`src/design/fpfa_pkg.sv`:
```
package fpfa_pkg;

	localparam logic [1:0] OP_LOAD  = 2'd0;
	localparam logic [1:0] OP_CLEAR = 2'd1;
	localparam logic [1:0] OP_ALLOC = 2'd2;

	localparam logic [1:0] POL_FIRST = 2'd0;
	localparam logic [1:0] POL_BEST  = 2'd1;
	localparam logic [1:0] POL_WORST = 2'd2;

	localparam logic REG_FIT_POLICY    = 1'b0;
	localparam logic REG_BLOCKS_IN_USE = 1'b1;

	localparam logic [1:0] FIT_POLICY_RESET    = POL_FIRST;
	localparam logic [4:0] BLOCKS_IN_USE_RESET = 5'd16;

	typedef struct packed {
		logic [1:0]  op;
		logic [3:0]  load_index;
		logic [15:0] load_size;
		logic [15:0] request_size;
	} cmd_t;

	typedef struct packed {
		logic       granted;
		logic [3:0] granted_block;
	} result_t;

endpackage

```
`src/design/fixed_partition_fit_allocator_core.sv`:
```
// Fixed-partition fit allocator.
// Command channel: an item on cmd is taken at a rising edge with start high
// and busy low. A load item writes one block size and a clear item drops all
// taken marks; both finish at the accepting edge and busy stays low.
// An allocate item scans blocks 0 .. n-1 (n = blocks_in_use, clamped to
// MAX_BLOCKS) through one size-table read port and one shared comparator,
// one block per cycle. done follows the scan and a final compare step, and
// holds for one cycle with result; the next item can be taken once the block
// is back in idle with busy low. With n zero the scan is skipped: done is high in
// the cycle right after the accepting edge.
// The winner's taken mark is set at the edge that ends the done cycle.
// The receiver cannot stall: result is valid only while done is high.
// Configuration: APB port, fit_policy at 0x0, blocks_in_use at 0x4; the user
// writes them only while busy is low, not enforced by the block; pready is tied high.
// Reset (arst_n low) clears all taken marks, fit_policy to first fit and
// blocks_in_use to 16. Block sizes are undefined until loaded.
module fixed_partition_fit_allocator_core #(
	parameter int MAX_BLOCKS = 16,
	parameter int SIZE_BITS  = 16
) (
	input  logic                 clk,
	input  logic                 arst_n,
	input  logic                 start,
	output logic                 busy,
	input  fpfa_pkg::cmd_t       cmd,
	output logic                 done,
	output fpfa_pkg::result_t    result,
	input  logic                 psel,
	input  logic                 penable,
	input  logic                 pwrite,
	input  logic [2:0]           paddr,
	input  logic [31:0]          pwdata,
	output logic [31:0]          prdata,
	output logic                 pready
);

	localparam int IDX_W = (MAX_BLOCKS > 1) ? $clog2(MAX_BLOCKS) : 1;
	localparam int CNT_W = $clog2(MAX_BLOCKS + 1);
	localparam int CMP_W = (CNT_W > 5) ? CNT_W : 5;

	localparam logic [1:0] S_IDLE = 2'd0;
	localparam logic [1:0] S_SCAN = 2'd1;
	localparam logic [1:0] S_LAST = 2'd2;
	localparam logic [1:0] S_DONE = 2'd3;

	logic [1:0]           state_q;
	logic [1:0]           fit_policy_q;
	logic [4:0]           blocks_in_use_q;
	logic [MAX_BLOCKS-1:0] taken_q;
	logic [SIZE_BITS-1:0] mem [MAX_BLOCKS];
	logic [SIZE_BITS-1:0] rdata_q;
	logic [SIZE_BITS-1:0] req_q;
	logic [SIZE_BITS-1:0] best_q;
	logic [IDX_W-1:0]     cnt_q;
	logic [IDX_W-1:0]     ridx_q;
	logic [IDX_W-1:0]     pick_q;
	logic [CNT_W-1:0]     n_q;
	logic                 rvalid_q;
	logic                 found_q;

	logic                 accept;
	logic                 cfg_wr;
	logic                 load_ok;
	logic [CNT_W-1:0]     n_clamped;
	logic                 fits;
	logic                 take;
	logic                 last_read;

	assign accept  = start && !busy;
	assign cfg_wr  = psel && penable && pwrite && pready;
	assign pready  = 1'b1;
	assign busy    = (state_q != S_IDLE);
	assign done    = (state_q == S_DONE);
	assign load_ok = CMP_W'(cmd.load_index) < CMP_W'(MAX_BLOCKS);

	assign n_clamped = (CMP_W'(blocks_in_use_q) > CMP_W'(MAX_BLOCKS)) ?
		CNT_W'(MAX_BLOCKS) : CNT_W'(blocks_in_use_q);

	assign last_read = (CNT_W'(cnt_q) + CNT_W'(1)) == n_q;

	always_comb begin
		fits = rvalid_q && !taken_q[ridx_q] && (rdata_q >= req_q);
		take = fits && (!found_q ||
			(fit_policy_q == fpfa_pkg::POL_BEST && rdata_q < best_q) ||
			(fit_policy_q == fpfa_pkg::POL_WORST && rdata_q > best_q));
	end

	always_comb begin
		result.granted       = found_q;
		result.granted_block = found_q ? 4'(pick_q) : 4'd0;
	end

	always_comb begin
		prdata = '0;
		unique case (paddr[2])
			fpfa_pkg::REG_FIT_POLICY:    prdata[1:0] = fit_policy_q;
			fpfa_pkg::REG_BLOCKS_IN_USE: prdata[4:0] = blocks_in_use_q;
			default:                     prdata = '0;
		endcase
	end

	always_ff @(posedge clk or negedge arst_n) begin
		if (!arst_n) begin
			fit_policy_q    <= fpfa_pkg::FIT_POLICY_RESET;
			blocks_in_use_q <= fpfa_pkg::BLOCKS_IN_USE_RESET;
		end else if (cfg_wr) begin
			unique case (paddr[2])
				fpfa_pkg::REG_FIT_POLICY:    fit_policy_q <= pwdata[1:0];
				fpfa_pkg::REG_BLOCKS_IN_USE: blocks_in_use_q <= pwdata[4:0];
				default: ;
			endcase
		end
	end

	always_ff @(posedge clk) begin
		if (accept && cmd.op == fpfa_pkg::OP_LOAD && load_ok) begin
			mem[IDX_W'(cmd.load_index)] <= SIZE_BITS'(cmd.load_size);
		end
		rdata_q <= mem[cnt_q];
	end

	always_ff @(posedge clk or negedge arst_n) begin
		if (!arst_n) begin
			state_q  <= S_IDLE;
			taken_q  <= '0;
			rvalid_q <= 1'b0;
			found_q  <= 1'b0;
			cnt_q    <= '0;
			n_q      <= '0;
		end else begin
			unique case (state_q)
				S_IDLE: begin
					rvalid_q <= 1'b0;
					if (accept) begin
						unique case (cmd.op)
							fpfa_pkg::OP_CLEAR: taken_q <= '0;
							fpfa_pkg::OP_ALLOC: begin
								found_q <= 1'b0;
								cnt_q   <= '0;
								n_q     <= n_clamped;
								state_q <= (n_clamped == '0) ? S_DONE : S_SCAN;
							end
							default: ;
						endcase
					end
				end
				S_SCAN: begin
					rvalid_q <= 1'b1;
					if (take) begin
						found_q <= 1'b1;
					end
					if (last_read) begin
						state_q <= S_LAST;
					end else begin
						cnt_q <= cnt_q + IDX_W'(1);
					end
				end
				S_LAST: begin
					rvalid_q <= 1'b0;
					if (take) begin
						found_q <= 1'b1;
					end
					state_q <= S_DONE;
				end
				S_DONE: begin
					if (found_q) begin
						taken_q[pick_q] <= 1'b1;
					end
					cnt_q   <= '0;
					state_q <= S_IDLE;
				end
				default: state_q <= S_IDLE;
			endcase
		end
	end

	always_ff @(posedge clk) begin
		ridx_q <= cnt_q;
		if (accept) begin
			req_q <= SIZE_BITS'(cmd.request_size);
		end
		if (take) begin
			pick_q <= ridx_q;
			best_q <= rdata_q;
		end
	end

`ifndef SYNTHESIS
	a_done_busy: assert property (@(posedge clk) disable iff (!arst_n)
		done |-> busy)
		else $error("done outside busy");

	a_grant_marks: assert property (@(posedge clk) disable iff (!arst_n)
		done && result.granted |=> taken_q[$past(pick_q)])
		else $error("granted block not marked taken");

	a_fail_zero: assert property (@(posedge clk) disable iff (!arst_n)
		done && !result.granted |-> result.granted_block == 4'd0)
		else $error("failed result with nonzero block");

	a_alloc_busy: assert property (@(posedge clk) disable iff (!arst_n)
		accept && cmd.op == fpfa_pkg::OP_ALLOC |=> busy)
		else $error("allocate item did not raise busy");

	a_scan_range: assert property (@(posedge clk) disable iff (!arst_n)
		state_q == S_SCAN |-> CNT_W'(cnt_q) < n_q)
		else $error("scan index beyond block count");
`endif

endmodule
```
`config.mk`:
```
export PLATFORM = sky130hd
export DESIGN_NAME = fixed_partition_fit_allocator_core
export DESIGN_NICKNAME = d
export VERILOG_FILES = /design/src/design/fpfa_pkg.sv /design/src/design/fixed_partition_fit_allocator_core.sv
export SDC_FILE = /design/constraint.sdc
export NUM_CORES = 1
export LEC_CHECK = 0
export BUFFER_PORTS_ARGS = -buffer_cell sky130_fd_sc_hd__buf_2
export CORE_MARGIN = 4
export CORE_UTILIZATION = 57
export CTS_CLUSTER_SIZE = 30
export DETAILED_ROUTE_END_ITERATION = 16
export MAX_ROUTING_LAYER = met4
export PLACE_DENSITY = 0.87
export REMOVE_ABC_BUFFERS = 1
export SLEW_MARGIN = 20
export SYNTH_ARGS = -nofsm -noshare
export SYNTH_HDL_FRONTEND = slang
export SYNTH_SLANG_ARGS = --single-unit
```
`constraint.sdc`:
```
create_clock -name clk -period 3.68 [get_ports clk]
set_input_delay 0.368 -clock clk [delete_from_list [all_inputs] [get_ports clk]]
set_output_delay 0.368 -clock clk [all_outputs]
set_load 0.02 [all_outputs]
```
==> reports/results.tsv, run 1 <==
stage	metric	value	unit
routing	avgViaCountPerCell	6.017	
sta	setup_tns	0	ns
sta	final_hold_viol_count	0	
sta	rsz0062_at_grt	no	
power	power.switching	3.348	mW
yosys	synthCells	891	
clock_network	cts.sinks	348	
clock_network	cts_max_level	2	
global_route	met1_usage	0.2858	
yosys	yosys.area.top_type_share	0.6123	
sta	skew	0.02276	ns
setup_path	crit_buf_inv	1	
power	ir_worst_vdd	0.0005372	V
setup_path	startpoint_type	register	
setup_path	cp_top_family	simple AND/OR/NAND/NOR gates	
min_path	hp-class	primary input to register	
job	cap_viol_max_count	0	
yosys	synth_largest_area_cell	edfxtp_1	
sta	finalCritPeriodShare	0.7707	
global_route	use_met3	0.04361	
placement	dp_hpwl	18.74	mm
yosys	synth-edff-count	292	
routing	wirelength	29.95	mm
power	power.share.sequential	0.441	
final_layout	n_fill_cell	1576	
clock_network	cts_tree	built	
setup_path	crit_arrival	3.02	ns
routing	drc_errors	0	
sta	finalCriticalPeriod	2.836	ns
routing	post_drt_wl_per_cell	22.30	µm
final_layout	drive_gt1_frac	0.2163	
yosys	ys_warn_count	0	
clock_network	clkLatencyLatePin	0.52	ns
global_route	track_usage	0.2205	
setup_path	cp_cell_sequence	ha_1 -> nand4_1 -> nor4_2 -> a211oi_1 -> or4bb_1 -> a31oi_2 -> buf_4	
die	die_h	166.5	µm
global_route	grt_overflow	0	
final_layout	final_util	0.6635	
die	core_area	24530	µm²
clock_network	cts_buffers	35	
routing	vias	8081	
yosys	ys_seq_area_frac	0.7032	
sta	setup_viol	0	
routing	drtIter0Drc	1077	
final_layout	syn_to_final_growth	13.66	%
sta	worst_pin_slew	0.9570	ns
yosys	synth_seq_cells	348	
setup_path	slowest_delay	0.51	ns
power	pwr-share-comb	0.242	
clock_network	cts_resized	0	
run_status	outcome	finished, final reports clean	
yosys	syn-cell-area	14320	µm²
global_route	grt_max_degree	102	
die	die_area	27730	µm²
setup_path	worstSetupPathType	register to register	
yosys	post_synth.cell_area_avg	16.07	µm²
final_layout	finalNetCount	1108	
final_layout	multi_input_area	3860	µm²
setup_path	crit_slowest_cell	or4bb_1	
die	rows	57	
global_route	top_usage_layer	met2	
placement	gp_congestion	0.8420	
die	initial_core_util	0.5837	
clock_network	clockBufferDepth	3	
setup_path	critPathMaxFanout	16	
global_route	grt_pass1_vias	8401	
global_route	antenna_found_initial	2	
global_route	grt_first_pass_wirelength	46.73	mm
clock_network	clkTransAtPathRegs	0.06	ns
power	power.internal	8.067	mW
yosys	async_reset_ff_frac	0.1034	
sta	slew_headroom	0.3620	
routing	firstDrtPassIters	5	
yosys	synth.area.top_cells	edfxtp_1 61%, dfrtp_1 6.1%, mux4_2 5.7%, mux2i_1 3.7%, ha_1 3.3%	
global_route	grtUsageMet2	0.3597	
power	powerDensity	701.3	nW/µm²
power	p_clk_frac	0.317	
yosys	synthDistinctLibCells	53	
placement	port-buffer-count	61	
routing	ant_nets	0	
final_layout	regArea	10070	µm²
sta	maxSlewViolCount	0	
die	die_w	166.5	µm
setup_path	endpoint_kind	register	
sta	timing.fmax	0.3526	GHz
yosys	synthFlopType	edfxtp_1	
clock_network	cts_root_buf	clkbuf_16	
die	io_pins	119	
setup_path	cp_data_required_time	3.86	ns
power	p_leak	5.950	nW
power	swShare	0.2933	
[area by class of cell]
cell class                      count  area share
Clock buffer                       45     0.05865
Sequential cell                   348      0.6190
Multi-Input combinational cell    468      0.2371
Tap cell                          324     0.02491
Clock inverter                     18     0.01384
Timing Repair Buffer               99     0.03720
Antenna cell                        2   0.0003075
Inverter                           39    0.008994
[timing repair]
action,CTS,global route
buffers inserted,0,0
hold endpoints to repair,35,0
hold buffers,1,0
setup endpoints to repair,0,0
[metrics by stage]
| step | power, mW | hold slack (ns) | cell area [µm²] | std cells | worst slack, ns |
|---|---|---|---|---|---|
| floorplan | 7.049 | 0.07241 | 14040 | 855 | -1.417 |
| global placement | 7.689 | 0.4191 | 15080 | 1277 | 0.9333 |
| detailed placement | 7.827 | 0.4471 | 15080 | 1277 | 0.8992 |
| CTS | 11.46 | 0.02921 | 16270 | 1341 | 0.8294 |
| global route | 11.97 | 0.02714 | 16280 | 1343 | 0.6653 |
| finish | 11.41 | 0.03971 | 16280 | 1343 | 0.8437 |
[sequential cells by signal (all words and copies together) (netlist names)]
| register | flops |
|---|---|
| best_q | 16 |
| blocks_in_use_q | 5 |
| cnt_q | 4 |
| fit_policy_q | 2 |
| found_q | 1 |
| mem | 256 |
| n_q | 5 |
| pick_q | 4 |
| rdata_q | 16 |
| req_q | 16 |
| ridx_q | 4 |
| rvalid_q | 1 |
| state_q | 2 |
| taken_q | 16 |
[cells in the final DEF, fill, tap and decap left out, types with 36 or more instances in the layout]
cell type and count:
clkbuf_16 36, inv_1 39, buf_4 36, buf_2 61
mux2i_1 53, ha_1 38, a21oi_1 45, o21ai_0 45
mux4_2 36, edfxtp_1 292, nand2_1 42
[metal layers]
layer	routed length (µm)	vias to the layer above
met4	843	0
met3	2551	60
met5	0	-
li1	-	3572
met2	14910	410
met1	11640	4039
[worst register-to-register path: stages (launching register included)]
cell	delay (ns)
dfxtp_1	0.34
ha_1	0.32
nand4_1	0.16
nor4_2	0.36
a211oi_1	0.16
or4bb_1	0.51
a31oi_2	0.34
buf_4	0.32
[path summary, 6_finish.rpt]
kind                                  start        end  slack [ns]  depth (start not counted)
worst min register to register   rdata_q[0]  best_q[0]        0.45                          0
worst max-delay path            rdata_q[14]  best_q[6]        0.84                          7
worst min-delay path                 cmd[3]   req_q[3]        0.04                          1
min in group asynchronous            arst_n    found_q        0.52                          2
worst max register to register  rdata_q[14]  best_q[6]        0.84                          7
max in group asynchronous            arst_n   cnt_q[0]        2.54                          2
[synthesized netlist by cell type, types with 16 or more instances]
| library cell | count |
|---|---|
| nand2_1 | 42 |
| a221oi_1 | 17 |
| mux4_2 | 36 |
| a22oi_1 | 16 |
| mux2_2 | 26 |
| clkbuf_1 | 16 |
| dfxtp_1 | 20 |
| ha_1 | 38 |
| edfxtp_1 | 292 |
| dfrtp_1 | 35 |
| inv_1 | 39 |
| a21oi_1 | 45 |
| buf_4 | 33 |
| o21ai_0 | 45 |
| nor2_1 | 34 |
| mux2i_1 | 53 |
[cells by family after synthesis]
group | after synthesis | synth area share
XOR/XNOR | 5 | 0.003058
adder cells (fa/ha/maj) | 38 | 0.03320
AO/OA/AOI/OAI | 144 | 0.06151
buffers and inverters | 101 | 0.03643
flip-flops | 348 | 0.7032
AND/OR/NAND/NOR | 138 | 0.04797
multiplexers | 115 | 0.1141
other | 2 | 0.0005244
[power by group through the flow]
stage	clock network [mW]	registers, mW	logic [mW]
finish	3.62	5.03	2.77
CTS	3.66	5.03	2.76
global placement	0	5.08	2.61
global route	3.85	5.08	3.04
floorplan	0	5.21	1.84
detailed placement	0	5.11	2.72
Note: power is estimated with default switching activity, not from simulation.
==> run 2, diff against run 1 <==
CORE_UTILIZATION = 54   (was 57)
PLACE_DENSITY = 0.86   (was 0.87)
clock period = 2.5 ns   (was 3.68 ns; I/O delays follow)
==> run 2 against run 1 <==
The run now ends with setup timing left. Via count grew 1.6%. First-iteration DRC count decreased by 21%. Clock skew is essentially flat. Count of clock-buffer cells in the layout up 4. Clock power rose by 42%. Critical endpoint is now best_q[7].
==> reports/results.tsv, run 2 (synthesized netlist as in run 1, its figures left out) <==
stage	metric	value	unit	change
run_status	outcome	finished, violations left		
run_status	violations	setup timing		
routing	vias	8209		+1.6%
global_route	grtUsageMet2	0.3747		+0.01497
routing	drtIter0Drc	849		-21%
sta	slew_headroom	0.4649		+0.1029
clock_network	cts_tree	built		
routing	drc_errors	0		unchanged
die	io_pins	119		unchanged
global_route	antenna_found_initial	2		unchanged
routing	avgViaCountPerCell	5.897		-2.0%
sta	fin_ws	-0.09945	ns	-0.9432 ns
sta	timing.fmax	0.3847	GHz	+9.1%
placement	port-buffer-count	61		unchanged
placement	place_ws	-0.03454	ns	-0.9338 ns
final_layout	finalNetCount	1144		+3.2%
placement	gp_congestion	0.8245		-2.1%
power	powerDensity	1017	nW/µm²	+45%
placement	placed_cell_area	15260	µm²	+1.2%
min_path	hp-class	primary input to register		
setup_path	critPathMaxFanout	7		-9
routing	wirelength	31.04	mm	+3.7%
clock_network	clkLatencyLatePin	0.53	ns	about the same
sta	final_hold_viol_count	0		unchanged
clock_network	cts.sinks	348		unchanged
job	cap_viol_max_count	0		unchanged
final_layout	top_register	mem		
final_layout	drive_gt1_frac	0.2303		+0.01401
final_layout	final_common_cell	edfxtp_1		
sta	setup_viol	20		+20
final_layout	most-common-layout-cells	292 x edfxtp_1, 61 x buf_2, 53 x mux2i_1		
setup_path	endpoint_kind	register		
setup_path	crit_arrival	2.82	ns	-0.20 ns
global_route	top_usage_layer	met2		
setup_path	worstSetupPathType	register to register		
clock_network	clockBufferDepth	3		unchanged
final_layout	syn_to_final_growth	16.66	%	
sta	skew	0.02302	ns	+0.0002542 ns
global_route	grt_max_degree	70		-31%
sta	holdWs	0.08841	ns	+0.04870 ns
global_route	met1_usage	0.2667		-0.01907
die	die_h	170.9	µm	+2.6%
power	ir_worst_vdd	0.0008067	V	+50%
global_route	grt_pass1_vias	8375		-0.31%
sta	worst_pin_slew	0.8027	ns	-0.1543 ns
die	initial_core_util	0.5496		-0.03417
sta	setup_tns	-1.739	ns	-1.739 ns
sta	rsz0062_at_grt	yes		
global_route	grt_first_pass_wirelength	47.24	mm	+1.1%
clock_network	cts_buffers	36		+2.9%
power	p_leak	6.088	nW	+2.3%
routing	post_drt_wl_per_cell	22.30	µm	about the same
global_route	track_usage	0.2194		-0.001152
clock_network	cts_root_buf	clkbuf_16		
clock_network	clkTransAtPathRegs	0.07	ns	about the same
final_layout	stdcell_area	16710	µm²	+2.6%
sta	finalCritPeriodShare	1.040		+0.2691
die	rows	59		+3.5%
die	die_w	170.9	µm	+2.6%
die	die_area	29190	µm²	+5.3%
setup_path	cp_data_required_time	2.72	ns	-1.14 ns
routing	ant_nets	0		unchanged
routing	firstDrtPassIters	7		+2
setup_path	startpoint_type	register		
placement	dp_hpwl	19.08	mm	+1.8%
clock_network	cts_max_level	2		unchanged
sta	finalCriticalPeriod	2.599	ns	-0.2368 ns
global_route	use_met3	0.04228		-0.001329
global_route	grt_overflow	0		unchanged
final_layout	largest_reg_flops	256		unchanged
sta	maxSlewViolCount	0		unchanged
die	core_area	26060	µm²	+6.2%
-- run 2: changes by cell type in the layout (fill, tap and decap cells not counted), moves of 4 or more --
cell / before / now
clkbuf_1: 7 / 11
dlygate4sd3_1: 1 / 22
buf_12: 1 / 7
clkinvlp_4: 0 / 4
buf_4: 36 / 41
-- run 2: where the power goes --
group | leakage [nW] | switching, mW | total (mW) | internal, mW
combinational | 2.28 | 2.53 | 4.48 | 1.96
sequential | 3.27 | 0.442 | 7.39 | 6.95
clock | 0.545 | 2.12 | 5.13 | 3.01
-- run 2: what timing repair did --
item	in CTS	in global routing
pin swaps	1	0
hold buffers	22	0
gates cloned	0	1
buffers inserted	1	0
endpoints found under the setup margin	16	20
hold endpoints to repair	58	0
resized for setup	8	5
-- run 2: final cells by class --
| class | count | area (µm²) |
|---|---|---|
| clock inverter | 17 | 153.9 |
| inverter | 39 | 146.4 |
| antenna | 2 | 5.005 |
| fill | 1723 | 9351 |
| sequential | 348 | 10070 |
| tap | 335 | 419.2 |
| multi-input combinational | 468 | 3909 |
| clock buffer | 49 | 992.2 |
| timing repair buffer | 134 | 1007 |
-- run 2: critical path, stage by stage (launching register included) --
cell,delay (ns)
edfxtp_1,0.34
inv_2,0.05
ha_4,0.26
nand4_1,0.14
nor4_2,0.36
a211oi_2,0.15
or4bb_1,0.56
a31oi_4,0.28
buf_6,0.18
-- run 2: routing by layer --
metal  up-vias  share of wire  routed length, µm
li1       3654              -                  -
met1      4073           0.37              11340
met2       406           0.52              16270
met3        76          0.081               2506
met4         0          0.030                920
met5         -              0                  0
-- run 2: metrics by stage --
| stage | utilization | power [mW] | instances |
|---|---|---|---|
| global placement | 0.5854 | 11.56 | 1300 |
| global route | 0.6411 | 17.81 | 1392 |
| detailed placement | 0.5854 | 11.77 | 1300 |
| floorplan | - | 10.38 | 855 |
| CTS | 0.6404 | 17.03 | 1389 |
| finish | 0.6411 | 17.00 | 1392 |
-- run 2: final timing paths --
path	cells past startpoint	end	from	slack, ns
min in group asynchronous	2	taken_q[6]	arst_n	0.38
max in group asynchronous	2	cnt_q[0]	arst_n	1.53
hold / removal	1	mem[11][13]	cmd[29]	0.09
hold reg to reg	0	best_q[0]	rdata_q[0]	0.43
setup / recovery	8	best_q[7]	best_q[11]	-0.1
setup reg to reg	8	best_q[7]	best_q[11]	-0.1
==> run 3, diff against run 2 <==
--- a/config.mk
+++ b/config.mk
@@ -9,4 +9,5 @@
 export CORE_MARGIN = 4
 export CORE_UTILIZATION = 54
+export CTS_BUF_LIST = sky130_fd_sc_hd__clkbuf_16
 export CTS_CLUSTER_SIZE = 30
 export DETAILED_ROUTE_END_ITERATION = 16
==> constraint.sdc (replaced) <==
create_clock -name clk -period 2.5 [get_ports clk]
set_input_delay 0.25 -clock clk [delete_from_list [all_inputs] [get_ports clk]]
set_output_delay 0.25 -clock clk [all_outputs]
set_load 0.05 [all_outputs]
==> run 3 against run 2 <==
Core utilization did not move. The flow still finishes with violations (setup timing). Power is 0.90% higher. First-iteration DRC count up 7.3%. Clock power is 1% lower. Via count down 0.58%. Count of clock-buffer cells in the layout is 11 lower. Largest cell class unchanged.
==> reports/results.tsv, run 3 (synthesized netlist as in run 1, its figures left out) <==
stage	metric	value	unit	change
run_status	outcome	finished, violations left		
run_status	violations	setup timing		
final_layout	finalNetCount	1144		unchanged
setup_path	worstSetupStartpoint	best_q[11]		
placement	port-buffer-count	61		unchanged
power	powerDensity	1027	nW/µm²	+0.90%
sta	setup_tns	-1.664	ns	+0.07500 ns
sta	skew	0.02329	ns	+0.0002729 ns
power	p_leak	6.134	nW	+0.75%
setup_path	cp_top_family	simple AND/OR/NAND/NOR gates		
sta	finalCritPeriodShare	1.038		-0.002010
die	initial_core_util	0.5496		unchanged
setup_path	r2r_cells	8		unchanged
die	die_h	170.9	µm	unchanged
setup_path	critPathMaxFanout	7		unchanged
routing	drtIter0Drc	911		+7.3%
sta	setup_viol	20		unchanged
placement	place_ws	-0.03454	ns	unchanged
die	core_area	26060	µm²	unchanged
routing	vias	8161		-0.58%
setup_path	slowest_delay	0.56	ns	about the same
power	power.share.sequential	0.431		-0.004
sta	finalCriticalPeriod	2.594	ns	-0.005025 ns
sta	maxSlewViolCount	0		unchanged
clock_network	cts_max_level	2		unchanged
final_layout	syn_to_final_growth	16.66	%	unchanged
global_route	grt_first_pass_wirelength	47.25	mm	about the same
clock_network	clockBufferDepth	3		unchanged
global_route	antenna_found_initial	2		unchanged
power	power.internal	11.87	mW	-0.38%
power	pwr-share-comb	0.273		+0.009
sta	final_hold_viol_count	0		unchanged
placement	placed_cell_area	15260	µm²	unchanged
setup_path	startpoint_type	register		
clock_network	cts_tree	built		
job	cap_viol_max_count	0		unchanged
final_layout	largest_reg_flops	256		unchanged
setup_path	reg2reg_to	best_q[9]		
sta	worst_pin_slew	0.7987	ns	-0.003966 ns
final_layout	most-common-layout-cells	292 x edfxtp_1, 61 x buf_2, 53 x mux2i_1		
setup_path	reg2reg_slack	-0.09	ns	about the same
die	rows	59		unchanged
clock_network	cts_buffers	36		unchanged
sta	slew_headroom	0.4675		+0.002644
clock_network	clkLatencyLatePin	0.53	ns	about the same
placement	gp_congestion	0.8245		unchanged
power	ir_worst_vdd	0.0008038	V	-0.36%
setup_path	r2r-start	best_q[11]		
min_path	holdCritStartpoint	cmd[19]		
placement	dp_hpwl	19.08	mm	unchanged
routing	post_drt_wl_per_cell	22.31	µm	about the same
routing	ant_nets	0		unchanged
global_route	grt_pass1_vias	8371		-0.048%
global_route	grt_max_degree	70		unchanged
power	swShare	0.3080		+0.008907
final_layout	drive_gt1_frac	0.2303		unchanged
clock_network	cts.sinks	348		unchanged
min_path	hold_depth	1		unchanged
setup_path	crit_arrival	2.81	ns	about the same
setup_path	crit_slowest_cell	or4bb_1		
routing	wirelength	31.06	mm	about the same
sta	fin_ws	-0.09443	ns	+0.005025 ns
power	power.switching	5.282	mW	+3.9%
clock_network	clkTransAtPathRegs	0.07	ns	about the same
die	die_area	29190	µm²	unchanged
final_layout	final_common_cell	edfxtp_1		
setup_path	crit_buf_inv	2		unchanged
setup_path	cp_data_required_time	2.72	ns	about the same
setup_path	worstSetupPathType	register to register		
min_path	hp-class	primary input to register		
routing	firstDrtPassIters	5		-2
final_layout	stdcell_area	16710	µm²	unchanged
min_path	worstHoldEndpoint	mem[11][3]		
sta	timing.fmax	0.3854	GHz	+0.19%
power	p_clk_frac	0.296		-0.006
setup_path	endpoint_kind	register		
global_route	track_usage	0.2194		about the same
global_route	grt_overflow	0		unchanged
die	die_w	170.9	µm	unchanged
clock_network	cts_root_buf	clkbuf_16		
final_layout	top_register	mem		
routing	drc_errors	0		unchanged
routing	avgViaCountPerCell	5.863		-0.58%
sta	rsz0062_at_grt	yes		
die	io_pins	119		unchanged
setup_path	cp_cell_sequence	inv_2 -> ha_4 -> nand4_1 -> nor4_2 -> a211oi_2 -> or4bb_1 -> a31oi_4 -> buf_6		
-- run 3: worst max path at each step --
stage                     slack, ns         to  cells past startpoint
final                         -0.09  best_q[9]                      8
after global routing          -0.16  best_q[9]                      8
after global placement         0.02  best_q[4]                      8
after CTS                     -0.03  best_q[3]                      8
after floorplan               -2.60   cnt_q[2]                      6
after detailed placement      -0.03  best_q[5]                      8
-- run 3: final cells by class --
class	count	area, µm²
well taps	335	419.2
multi-input cells	468	3909
fillers	1723	9351
clock buffers	38	950.9
inverters	39	146.4
repair buffers	134	1007
diodes	2	5.005
clock inverters	28	195.2
flip-flops and latches	348	10070
-- run 3: worst reg2reg max path, delay by kind of cell (launching register included) --
family	cells	cell delay, ns
flops	1	0.34
fa+ha+maj	1	0.26
compound gates	2	0.42
simple gates	3	1.07
buf+inv	2	0.22
-- run 3: power by group through the flow --
stage | Sequential, mW | Combinational (mW) | Clock, mW
global route | 7.45 | 5.09 | 5.43
detailed placement | 7.47 | 4.50 | 0
CTS | 7.38 | 4.65 | 5.15
finish | 7.39 | 4.69 | 5.07
floorplan | 7.68 | 2.90 | 0
global placement | 7.44 | 4.33 | 0
-- run 3: what timing repair did --
item,4_1_cts,5_1_grt
buffers inserted,1,0
pin swaps,1,0
hold endpoints to repair,58,0
gates resized for setup,8,5
hold buffers,22,0
endpoints found under the setup margin,16,20
gates cloned,0,1
-- run 3: metal layers --
| layer | track usage | vias up | routed length, µm |
|---|---|---|---|
| li1 | - | 3657 | - |
| met5 | - | - | 0 |
| met1 | 0.2670 | 4054 | 11480 |
| met2 | 0.3745 | 379 | 16240 |
| met3 | 0.04228 | 71 | 2459 |
| met4 | 0.07027 | 0 | 883 |
-- run 3: metrics by stage --
stage	utilization	hold slack, ns	cells	total power, mW
global placement	0.5854	0.3677	1300	11.76
CTS	0.6404	0.06716	1389	17.19
detailed placement	0.5854	0.3884	1300	11.97
floorplan	-	-0.04559	855	10.58
finish	0.6411	0.08907	1392	17.15
global route	0.6411	0.08491	1392	17.97
